<file path="src/rtl/sfc_pkg.sv">
// ----------------------------------------------------------------------------
// Sphere frustum cull package
// Widths, item and control types shared by the cull test modules.
// ----------------------------------------------------------------------------
package sfc_pkg;

  localparam int FRAC_BITS   = 16;
  localparam int ELEM_W      = 32;
  localparam int RAD_W       = 31;
  localparam int IDX_W       = 4;
  localparam int MAT_DEPTH   = 16;
  localparam int COEF_W      = ELEM_W + 1;
  localparam int NSUM_W      = 2 * COEF_W;
  localparam int S_W         = 2 * ELEM_W + 4;
  localparam int MAG_W       = S_W;
  localparam int PROD_W      = 2 * MAG_W;
  localparam int R2_W        = 2 * RAD_W;
  localparam int MUL_STEPS   = MAG_W;
  localparam int MUL_CNT_W   = $clog2(MUL_STEPS);
  localparam int PLANE_COUNT = 6;
  localparam int PLANE_W     = 3;
  localparam int FIFO_DEPTH  = 2;
  localparam int FIFO_PTR_W  = 1;

  typedef enum logic {
    OP_WRITE = 1'b0,
    OP_TEST  = 1'b1
  } op_t;

  typedef struct packed {
    op_t                      op;
    logic [IDX_W-1:0]         elem_index;
    logic signed [ELEM_W-1:0] elem_value;
    logic signed [ELEM_W-1:0] center_x;
    logic signed [ELEM_W-1:0] center_y;
    logic signed [ELEM_W-1:0] center_z;
    logic [RAD_W-1:0]         radius;
  } item_t;

  typedef enum logic [2:0] {
    ST_IDLE,
    ST_START,
    ST_WAIT,
    ST_PLANE,
    ST_SEND
  } back_state_t;

  typedef enum logic [3:0] {
    STEP_R2,
    STEP_AA,
    STEP_BB,
    STEP_CC,
    STEP_AX,
    STEP_BY,
    STEP_CZ,
    STEP_SS,
    STEP_RN
  } step_t;

  typedef struct packed {
    logic             start;
    logic [MAG_W-1:0] a;
    logic [MAG_W-1:0] b;
  } mul_req_t;

  function automatic logic [MAG_W-1:0] mag(input logic signed [S_W-1:0] v);
    logic [MAG_W-1:0] t;
    t = v[S_W-1] ? MAG_W'(-v) : MAG_W'(v);
    return t;
  endfunction

endpackage

</file>
<file path="src/rtl/sfc_if.sv">


interface sfc_res_if;
  logic valid;
  logic ready;
  logic visible;

  modport source (output valid, visible, input ready);
  modport sink (input valid, visible, output ready);
endinterface

</file>
<file path="src/rtl/sfc_back.sv">
// ----------------------------------------------------------------------------
// Sphere frustum cull plane test engine
// Holds the matrix, forms each plane and runs the exact cull comparison.
// ----------------------------------------------------------------------------
module sfc_back (
  input  logic                        clk,
  input  logic                        rst,
  input  sfc_pkg::item_t              item,
  input  logic                        item_valid,
  output logic                        item_ready,
  output sfc_pkg::mul_req_t           mreq,
  input  logic                        done,
  input  logic [sfc_pkg::PROD_W-1:0]  prod,
  sfc_res_if.source                   res
);
  import sfc_pkg::*;

  back_state_t state, state_next;
  step_t       step, step_next;
  logic [PLANE_W-1:0] plane, plane_next;

  logic signed [ELEM_W-1:0] mat [MAT_DEPTH];
  logic signed [ELEM_W-1:0] cx, cy, cz;
  logic [RAD_W-1:0]         radius;
  logic [R2_W-1:0]          r2;
  logic signed [COEF_W-1:0] ca, cb, cc;
  logic signed [COEF_W-1:0] coef [4];
  logic [NSUM_W-1:0]        nsum;
  logic signed [S_W-1:0]    s;
  logic signed [S_W-1:0]    s_add;
  logic signed [S_W-1:0]    sprod;
  logic [PROD_W-1:0]        sq;
  logic                     vis;
  logic                     neg;
  logic                     cull;
  logic                     skip;

  always_comb begin
    for (int j = 0; j < 4; j++) begin
      if (plane[0]) begin
        coef[j] = COEF_W'(mat[{2'b11, 2'(j)}]) - COEF_W'(mat[{plane[2:1], 2'(j)}]);
      end else begin
        coef[j] = COEF_W'(mat[{2'b11, 2'(j)}]) + COEF_W'(mat[{plane[2:1], 2'(j)}]);
      end
    end
  end

  always_comb begin
    case (step)
      STEP_AX: neg = ca[COEF_W-1] ^ cx[ELEM_W-1];
      STEP_BY: neg = cb[COEF_W-1] ^ cy[ELEM_W-1];
      STEP_CZ: neg = cc[COEF_W-1] ^ cz[ELEM_W-1];
      default: neg = 1'b0;
    endcase
    sprod = neg ? -$signed(prod[S_W-1:0]) : $signed(prod[S_W-1:0]);
    s_add = s + sprod;
    skip  = (nsum == '0) || !s_add[S_W-1];
    cull  = sq > prod;
  end

  always_comb begin
    mreq.start = state == ST_START;
    case (step)
      STEP_R2: begin
        mreq.a = MAG_W'(radius);
        mreq.b = MAG_W'(radius);
      end
      STEP_AA: begin
        mreq.a = mag(S_W'(ca));
        mreq.b = mag(S_W'(ca));
      end
      STEP_BB: begin
        mreq.a = mag(S_W'(cb));
        mreq.b = mag(S_W'(cb));
      end
      STEP_CC: begin
        mreq.a = mag(S_W'(cc));
        mreq.b = mag(S_W'(cc));
      end
      STEP_AX: begin
        mreq.a = mag(S_W'(ca));
        mreq.b = mag(S_W'(cx));
      end
      STEP_BY: begin
        mreq.a = mag(S_W'(cb));
        mreq.b = mag(S_W'(cy));
      end
      STEP_CZ: begin
        mreq.a = mag(S_W'(cc));
        mreq.b = mag(S_W'(cz));
      end
      STEP_SS: begin
        mreq.a = mag(s);
        mreq.b = mag(s);
      end
      STEP_RN: begin
        mreq.a = MAG_W'(r2);
        mreq.b = MAG_W'(nsum);
      end
      default: begin
        mreq.a = '0;
        mreq.b = '0;
      end
    endcase
  end

  always_comb begin
    state_next = state;
    step_next  = step;
    plane_next = plane;
    item_ready = state == ST_IDLE;
    res.valid  = state == ST_SEND;
    res.visible = vis;
    case (state)
      ST_IDLE: begin
        if (item_valid && item.op == OP_TEST) begin
          step_next  = STEP_R2;
          state_next = ST_START;
        end
      end
      ST_START: begin
        state_next = ST_WAIT;
      end
      ST_WAIT: begin
        if (done) begin
          state_next = ST_START;
          case (step)
            STEP_R2: begin
              plane_next = '0;
              state_next = ST_PLANE;
            end
            STEP_AA: step_next = STEP_BB;
            STEP_BB: step_next = STEP_CC;
            STEP_CC: step_next = STEP_AX;
            STEP_AX: step_next = STEP_BY;
            STEP_BY: step_next = STEP_CZ;
            STEP_CZ: begin
              if (skip) begin
                if (plane == PLANE_W'(PLANE_COUNT - 1)) begin
                  state_next = ST_SEND;
                end else begin
                  plane_next = plane + 1'b1;
                  state_next = ST_PLANE;
                end
              end else begin
                step_next = STEP_SS;
              end
            end
            STEP_SS: step_next = STEP_RN;
            default: begin
              if (cull || plane == PLANE_W'(PLANE_COUNT - 1)) begin
                state_next = ST_SEND;
              end else begin
                plane_next = plane + 1'b1;
                state_next = ST_PLANE;
              end
            end
          endcase
        end
      end
      ST_PLANE: begin
        step_next  = STEP_AA;
        state_next = ST_START;
      end
      ST_SEND: begin
        if (res.ready) begin
          state_next = ST_IDLE;
        end
      end
      default: state_next = ST_IDLE;
    endcase
  end

  always_ff @(posedge clk) begin
    if (rst) begin
      state <= ST_IDLE;
      step  <= STEP_R2;
      plane <= '0;
    end else begin
      state <= state_next;
      step  <= step_next;
      plane <= plane_next;
    end
  end

  always_ff @(posedge clk) begin
    if (state == ST_IDLE && item_valid) begin
      if (item.op == OP_WRITE) begin
        mat[item.elem_index] <= item.elem_value;
      end else begin
        cx     <= item.center_x;
        cy     <= item.center_y;
        cz     <= item.center_z;
        radius <= item.radius;
        vis    <= 1'b1;
      end
    end
    if (state == ST_PLANE) begin
      ca   <= coef[0];
      cb   <= coef[1];
      cc   <= coef[2];
      nsum <= '0;
      s    <= S_W'(coef[3]) <<< FRAC_BITS;
    end
    if (state == ST_WAIT && done) begin
      case (step)
        STEP_R2: r2 <= prod[R2_W-1:0];
        STEP_AA, STEP_BB, STEP_CC: nsum <= nsum + prod[NSUM_W-1:0];
        STEP_AX, STEP_BY, STEP_CZ: s <= s_add;
        STEP_SS: sq <= prod;
        STEP_RN: begin
          if (cull) begin
            vis <= 1'b0;
          end
        end
        default: ;
      endcase
    end
  end
endmodule

</file>
<file path="src/flat_wrapper.sv">
// flat-port wrapper written by rule: the top's interface ports become plain ports
module sfc_back_flat import sfc_pkg::*;
  (clk, rst, item, item_valid, item_ready, mreq, done, prod, res_valid, res_visible, res_ready);
  sfc_res_if res_i ();
  input  logic clk;
  input  logic rst;
  input  sfc_pkg::item_t item;
  input  logic item_valid;
  output logic item_ready;
  output sfc_pkg::mul_req_t mreq;
  input  logic done;
  input  logic [sfc_pkg::PROD_W-1:0] prod;
  output wire logic [$bits(res_i.valid)-1:0] res_valid;
  output wire logic [$bits(res_i.visible)-1:0] res_visible;
  input wire logic [$bits(res_i.ready)-1:0] res_ready;
  assign res_valid = res_i.valid;
  assign res_visible = res_i.visible;
  assign res_i.ready = res_ready;
  sfc_back u_core (.clk(clk), .rst(rst), .item(item), .item_valid(item_valid), .item_ready(item_ready), .mreq(mreq), .done(done), .prod(prod), .res(res_i));
endmodule
</file>
<file path="config.mk">
export PLATFORM = sky130hd
export DESIGN_NAME = sfc_back_flat
export DESIGN_NICKNAME = d
export VERILOG_FILES = /design/src/rtl/sfc_pkg.sv /design/src/rtl/sfc_if.sv /design/src/rtl/sfc_back.sv /design/src/flat_wrapper.sv
export SDC_FILE = /design/constraint.sdc
export NUM_CORES = 2
export LEC_CHECK = 0
export ABC_AREA = 1
export BUFFER_PORTS_ARGS = -buffer_cell sky130_fd_sc_hd__clkbuf_2
export CELL_PAD_IN_SITES_DETAIL_PLACEMENT = 2
export CELL_PAD_IN_SITES_GLOBAL_PLACEMENT = 2
export CORE_ASPECT_RATIO = 0.9
export CORE_UTILIZATION = 26
export CTS_CLUSTER_DIAMETER = 200
export CTS_CLUSTER_SIZE = 40
export DETAILED_ROUTE_END_ITERATION = 16
export PLACE_DENSITY = 0.65
export SETUP_SLACK_MARGIN = 0.02
export SLEW_MARGIN = 20
export SYNTH_ARGS = -nofsm -noshare
export SYNTH_HDL_FRONTEND = slang
export SYNTH_SLANG_ARGS = --single-unit
</file>
<file path="constraint.sdc">
create_clock -name clk -period 12 [get_ports clk]
set_input_delay 2.4 -clock clk [delete_from_list [all_inputs] [get_ports clk]]
set_output_delay 2.4 -clock clk [all_outputs]
set_load 0.03 [all_outputs]
</file>
* Yosys cells after proc, flatten, opt, wreduce, memory -nomap -nowiden *
Memories as Yosys holds them, arrays and structs flattened. A register that Yosys moved wholly into a read port is not among the register bits.
Index checks and enable logic that the tools add are counted.

operators by class
  $add $sub $neg = 19
  order comparisons = 1
  equal/unequal tests = 21
  multiplexer cells = 53
  bitwise logic cells = 4
  reductions and logical operators = 19

operators with widths
  kind                  number
  $pmux W136 S9         1
  $mux W68              11
  $neg A32 Y68          3
  $neg A33 Y68          3
  $mux W66              3
  $gt A136 B136 Y1      1
  $neg A68 Y68          2
  $add A32 B32 Y33      4
  $mux W33              4
  $sub A32 B32 Y33      4
  $add A68 B68 Y68      1
  $add A66 B66 Y66      1
  $logic_not A66 Y1     1
  $mux W4               11
  $pmux W4 S7           1
  $mux W3               9
  $pmux W3 S3           2
  $eq A4 B3 Y1 const B  4
  $pmux W3 S5           1
  $pmux W4 S3           1
  $eq A4 B2 Y1 const B  2
  $mux W1               8
  $ne A8 B8 Y1 const B  1
  $eq A3 B2 Y1 const B  2
  other kinds (23)      36

word-level totals
  flip-flop bits (word level) = 569
  memory bits (writable) = 512
  input port bits = 305
  output and inout port bits = 140
  word-level logic and storage cells = 133
  memories = 1

memory list
  name        words  bits a word  read ports  clocked after Yosys merged registers in  write ports  RTL line        RTL
  u_core.mat  16     32           8           4                                        1            sfc_back.sv:22  logic signed [ELEM_W-1:0] mat [MAT_DEPTH];

* Longest topological paths before layout *
  word-level depth = 10
  mapped depth = 32
  gate-level depth less buffers = 32

* Least setup slack after synthesis *
No wires, ideal clock.

  path type = input-to-reg
  start point = input port done
  end point = register u_core.sq[0] (enable)
  arrival time = 8.387 ns
  slack = 2.979 ns
  stages = 4
  cells stage by stage = inv_1 nor2_1 inv_1 nor2_1

on the way
  longest elaborated chain between the ends = 2

RTL lines
  item                         RTL line            RTL
  from (decl)                  flat_wrapper.sv:11  input logic done;
  $logic_and A1 B1 Y1          sfc_back.sv:205     if (state == ST_WAIT && done) begin
  $reduce_and A2 Y1 (no line)  n/a
  to (signal assigned)         sfc_back.sv:210     STEP_SS: sq <= prod;
  to (decl)                    sfc_back.sv:32      logic [PROD_W-1:0] sq;

No other way between the ends.
A chain may end at the register's enable or synchronous reset.

* Worst setup path after layout *
  start point = input port prod[1] (netlist name)
  end point = register u_core.step[0]

on the way
  longest elaborated chain between the ends = 7

RTL lines
  item                             RTL line            RTL
  from (decl)                      flat_wrapper.sv:12  input logic [sfc_pkg::PROD_W-1:0] prod;
  $neg A68 Y68                     sfc_back.sv:55      sprod = neg ? -$signed(prod[S_W-1:0]) : $signed(prod[S_W-1:0]);
  $mux W68 (*)                     sfc_back.sv:55
  $add A68 B68 Y68 (*)             sfc_back.sv:56      s_add = s + sprod;
  $logic_not A1 Y1 (*)             sfc_back.sv:57      skip = (nsum == '0) || !s_add[S_W-1];
  $logic_or A1 B1 Y1 (*)           sfc_back.sv:57
  $ne A3 B3 Y1 (no line) (*)       n/a
  $reduce_and A5 Y1 (no line) (*)  n/a
  to (signal assigned)             sfc_back.sv:181     step <= step_next;
  to (decl)                        sfc_back.sv:19      step_t step, step_next;

Mark *: on every way between the ends. The rest lies on a longest branch, timed or not.

==> metrics.md <==
| Metric | Value |
|---|---|
| Status | finished, final reports clean |
| Area grow syn2layout | 10.62% |
| DIE WIDTH | 557.2 um |
| Synth top area share | 38.97% |
| Die area | 279500 um^2 |
| Rows | 183 |
| Post-placement cell count | 12.92k |
| Crit path launch type | input port |
| Final period util | 67.21% |
| ANT nets after route | 0 |
| Clk sinks | roughly 1.1k |
| Post-CTS Repair Setup Buffers | 0 |
| Initial DRC count | 4460 |
| Final-stage net count | between 9k and 10k |
| Worst Tran Pin Value | roughly 1300 ps |
| Sw Share | 45.17% |
| Critical Path End | u_core.step[0] |
| Max stage delay on crit path | 640 ps |
| Utilization after layout | 28.90% |
| HP Start | u_core.nsum[64] |
| Fmax | between 100 and 150 MHz |
| Via/cell ratio | around 5.2 |
| Slew headroom | 11.44% |
| Dominant synthesized flop cell | edfxtp_1 |
| Sequential area share after synthesis | 43.05% |
| Clock network fraction of total power | 16.9% |
| Deepest clock path buffer count | 3 |
| PD cells | 144.3 nW/um^2 |
| CTS Hold Bufs | 0 |
| Synth top area cells | edfxtp_1 (39%), nand2_1 (9.2%), ha_1 (7.1%) |
| Detailed Place HPWL | 286300 um |
| Total Power | 11.52 mW |
| Clock skew | roughly 63 ps |
| Leading area contributor after synthesis | edfxtp_1 |
| CP arrival | roughly 9000 ps |
| Antenna violations before repair | 36 |
| Io pins | around 450 |
| Number of port buffers | about 440 |
| Synth warn | 0 |
| RR Endpoint | u_core.s[59] |
| Hold Crit Class | reg -> reg |
| Largest net degree at the start of global routing | 157 |
| Max Cap Viol | 0 |
| Sw power | between 5 and 6 mW |
| H-tree levels | 2 |
| CP required | 12680 ps |
| Root Driver | clkbuf_16 |
| CTS tree | built |
| Peak VDD IR | 0.09781 mV |
| Post-Syn Instances | between 8k and 9k |
| GP Congestion | roughly 0.95 |
| Max-slew violations | 0 |
| Crit-path slowest cell | o41ai_1 |
| Gr usage total | 24.78% |
| Starting Density | around a quarter |
| Clock transition at the registers of the reported paths | approximately 170 ps |
| Worst R2R Setup Slack | roughly 5300 ps |
| Flop pwr share | 42.4% |
| Final wirelength | ~360000 um |
| Final setup violation count | 0 |
| Syn nets | about 9.7k |
| First-pass GRT wire length | slightly above 500000 um |
| FFs w/ async S/R, synth | 0% |
| Vias after detailed routing | between 60k and 70k |
| DR pass1 iterations | 5 |
| Internal | between 6 and 7 mW |
| Core area | 276100 um^2 |
| Post-Syn Area per Cell | slightly above 8 um^2 |
| DRC | 0 |
| Worst Setup SP | prod[1] |
| Yosys reg bits | ~1.1k |
| Num CTS Buffers | 35 |
| Critical path fanouts, max | 5 |
| Kind of end point of the critical path | flip-flop |
| Layout Cells excl Fill | between 10k and 15k |
| Share of cells above drive strength 1 | around 7.5% |
| RSZ-0062 raised after global routing | false |
| Die Height | between 500 and 600 um |
| Fin crit period | between 8000 and 9000 ps |
| Fillers | roughly 32k |
| Leakage | 32.28 nW |
| Setup TNS | 0 ps |
| Distinct cells, synth | 70 |
| Comb pwr share | just over 40% |
| Post-synth EDFFs | around 940 |
| Crit Path Category | in -> reg |
| R2R depth | 28 |
| GR Overflow Total | 0 |
| WL/cell | around 27 um |
| Final hold viol count | 0 |
| Skew-Pair Late Insertion Delay | between 700 and 800 ps |
| Mapped cell area | 72130 um^2 |
| Vias in the first global route | 71.28k |
| PostCTS Resize Cnt | 0 |
[cells in the mapped netlist (all sizes together), types with 91 or more instances]
library cell,n
nand2,1771
nor2,1098
inv,1070
edfxtp,936
a21oi,746
o21ai,715
ha,410
nand3,376
xor2,272
nor3,156
dfxtp,147
xnor2,147
clkbuf,128
nand4,120
buf,107
nor4,91
[state kept, by name, summed over array words and instances (netlist names), named ones only]
| register | flops |
|---|---|
| u_core.cc | 33 |
| u_core.cy | 32 |
| u_core.radius | 31 |
| u_core.sq | 136 |
| u_core.cb | 33 |
| u_core.state | 3 |
| u_core.res.visible | 1 |
| u_core.mat | 512 |
| u_core.r2 | 62 |
| u_core.nsum | 66 |
| u_core.s | 68 |
| u_core.plane | 3 |
| u_core.ca | 33 |
| u_core.step | 4 |
| u_core.cx | 32 |
| u_core.cz | 32 |
[metrics by stage]
stage          worst slack (ps)  hold WS [ps]  cell area, um^2
6_report                   3935         526.4            79790
4_1_cts                    4068         531.0            79770
3_3_place_gp               3329         477.3            78640
5_1_grt                    3601         549.7            79780
2_1_floorplan              2979         462.2            72130
3_5_place_dp               3288         509.0            78640
[worst min-delay path by stage]
stage | slack [ps] | cells past startpoint | endpoint
after global placement | 480 | 2 | flip-flop
after detailed placement | 510 | 2 | flip-flop
after global routing | 550 | 2 | u_core.nsum[64]
final | 530 | 2 | u_core.nsum[64]
after CTS | 530 | 2 | u_core.nsum[64]
after floorplan | 460 | 2 | flip-flop
[kinds of logic (layout without fill, tap and decap cells)]
logic type	count (synthesis)	count (layout)	share of synthesized area (%)
simple gates	3709	3709	21.45
compound gates	1997	1997	16.05
buf+inv	1310	1651	7.096
flops	1083	1083	43.05
xor+xnor	419	419	5.088
fa+ha+maj	416	416	7.279
other cells	0	8	0
[layout by cell type (no fill, tap or decap), types with 65 or more instances in the layout]
cell,synthesis,routed
clkbuf_2,0,444
edfxtp_1,936,936
nor4_1,91,91
nor2_1,1083,1056
o21ai_0,686,685
dfxtp_1,147,143
a21oi_1,742,742
inv_1,1066,1061
ha_1,410,410
nor3_1,155,154
nand2_1,1770,1770
xor2_1,272,272
buf_4,8,72
o22a_1,65,65
xnor2_1,147,147
nand3_1,374,373
nand4_1,119,119
[layout make-up]
cell class | count | area, um^2 | share of cell area (%)
multi-input cells | 6541 | 36080 | 45.22
flip-flops and latches | 1083 | 31060 | 38.92
well taps | 3700 | 4629 | 5.802
inverters | 1075 | 4050 | 5.076
repair buffers | 519 | 2823 | 3.537
clock buffers | 47 | 930.9 | 1.167
clock inverters | 10 | 198.9 | 0.2493
diodes | 8 | 20.02 | 0.02509
[critical path, delay by kind of cell]
| kind | cells | cell delay (ps) |
|---|---|---|
| xor gates and xnor gates | 1 | 410 |
| adders and majority gates | 2 | 780 |
| AOI/OAI and AO/OA | 5 | 1070 |
| and+or+nand+nor | 17 | 3130 |
| buffers and inverters | 5 | 920 |
[power groups by stage]
stage               Sequential, mW  Clock [mW]  Combinational (mW)
finish                        4.89        1.94                4.69
global route                  4.90        2.10                5.11
CTS                           4.87        2.02                4.66
detailed placement            4.96           0                4.64
global placement              4.96           0                4.53
floorplan                     4.66           0                2.87
[layer usage]
| layer | global-route usage [%] | wire length, um | vias to the layer above |
|---|---|---|---|
| met3 | 2.464 | 15170 | 300 |
| li1 | - | - | 31180 |
| met2 | 40.18 | 159800 | 1396 |
| met4 | 6.843 | 10700 | 30 |
| met5 | 0 | 175 | - |
| met1 | 34.85 | 170300 | 34520 |
Note: power is estimated with default switching activity, not from simulation.
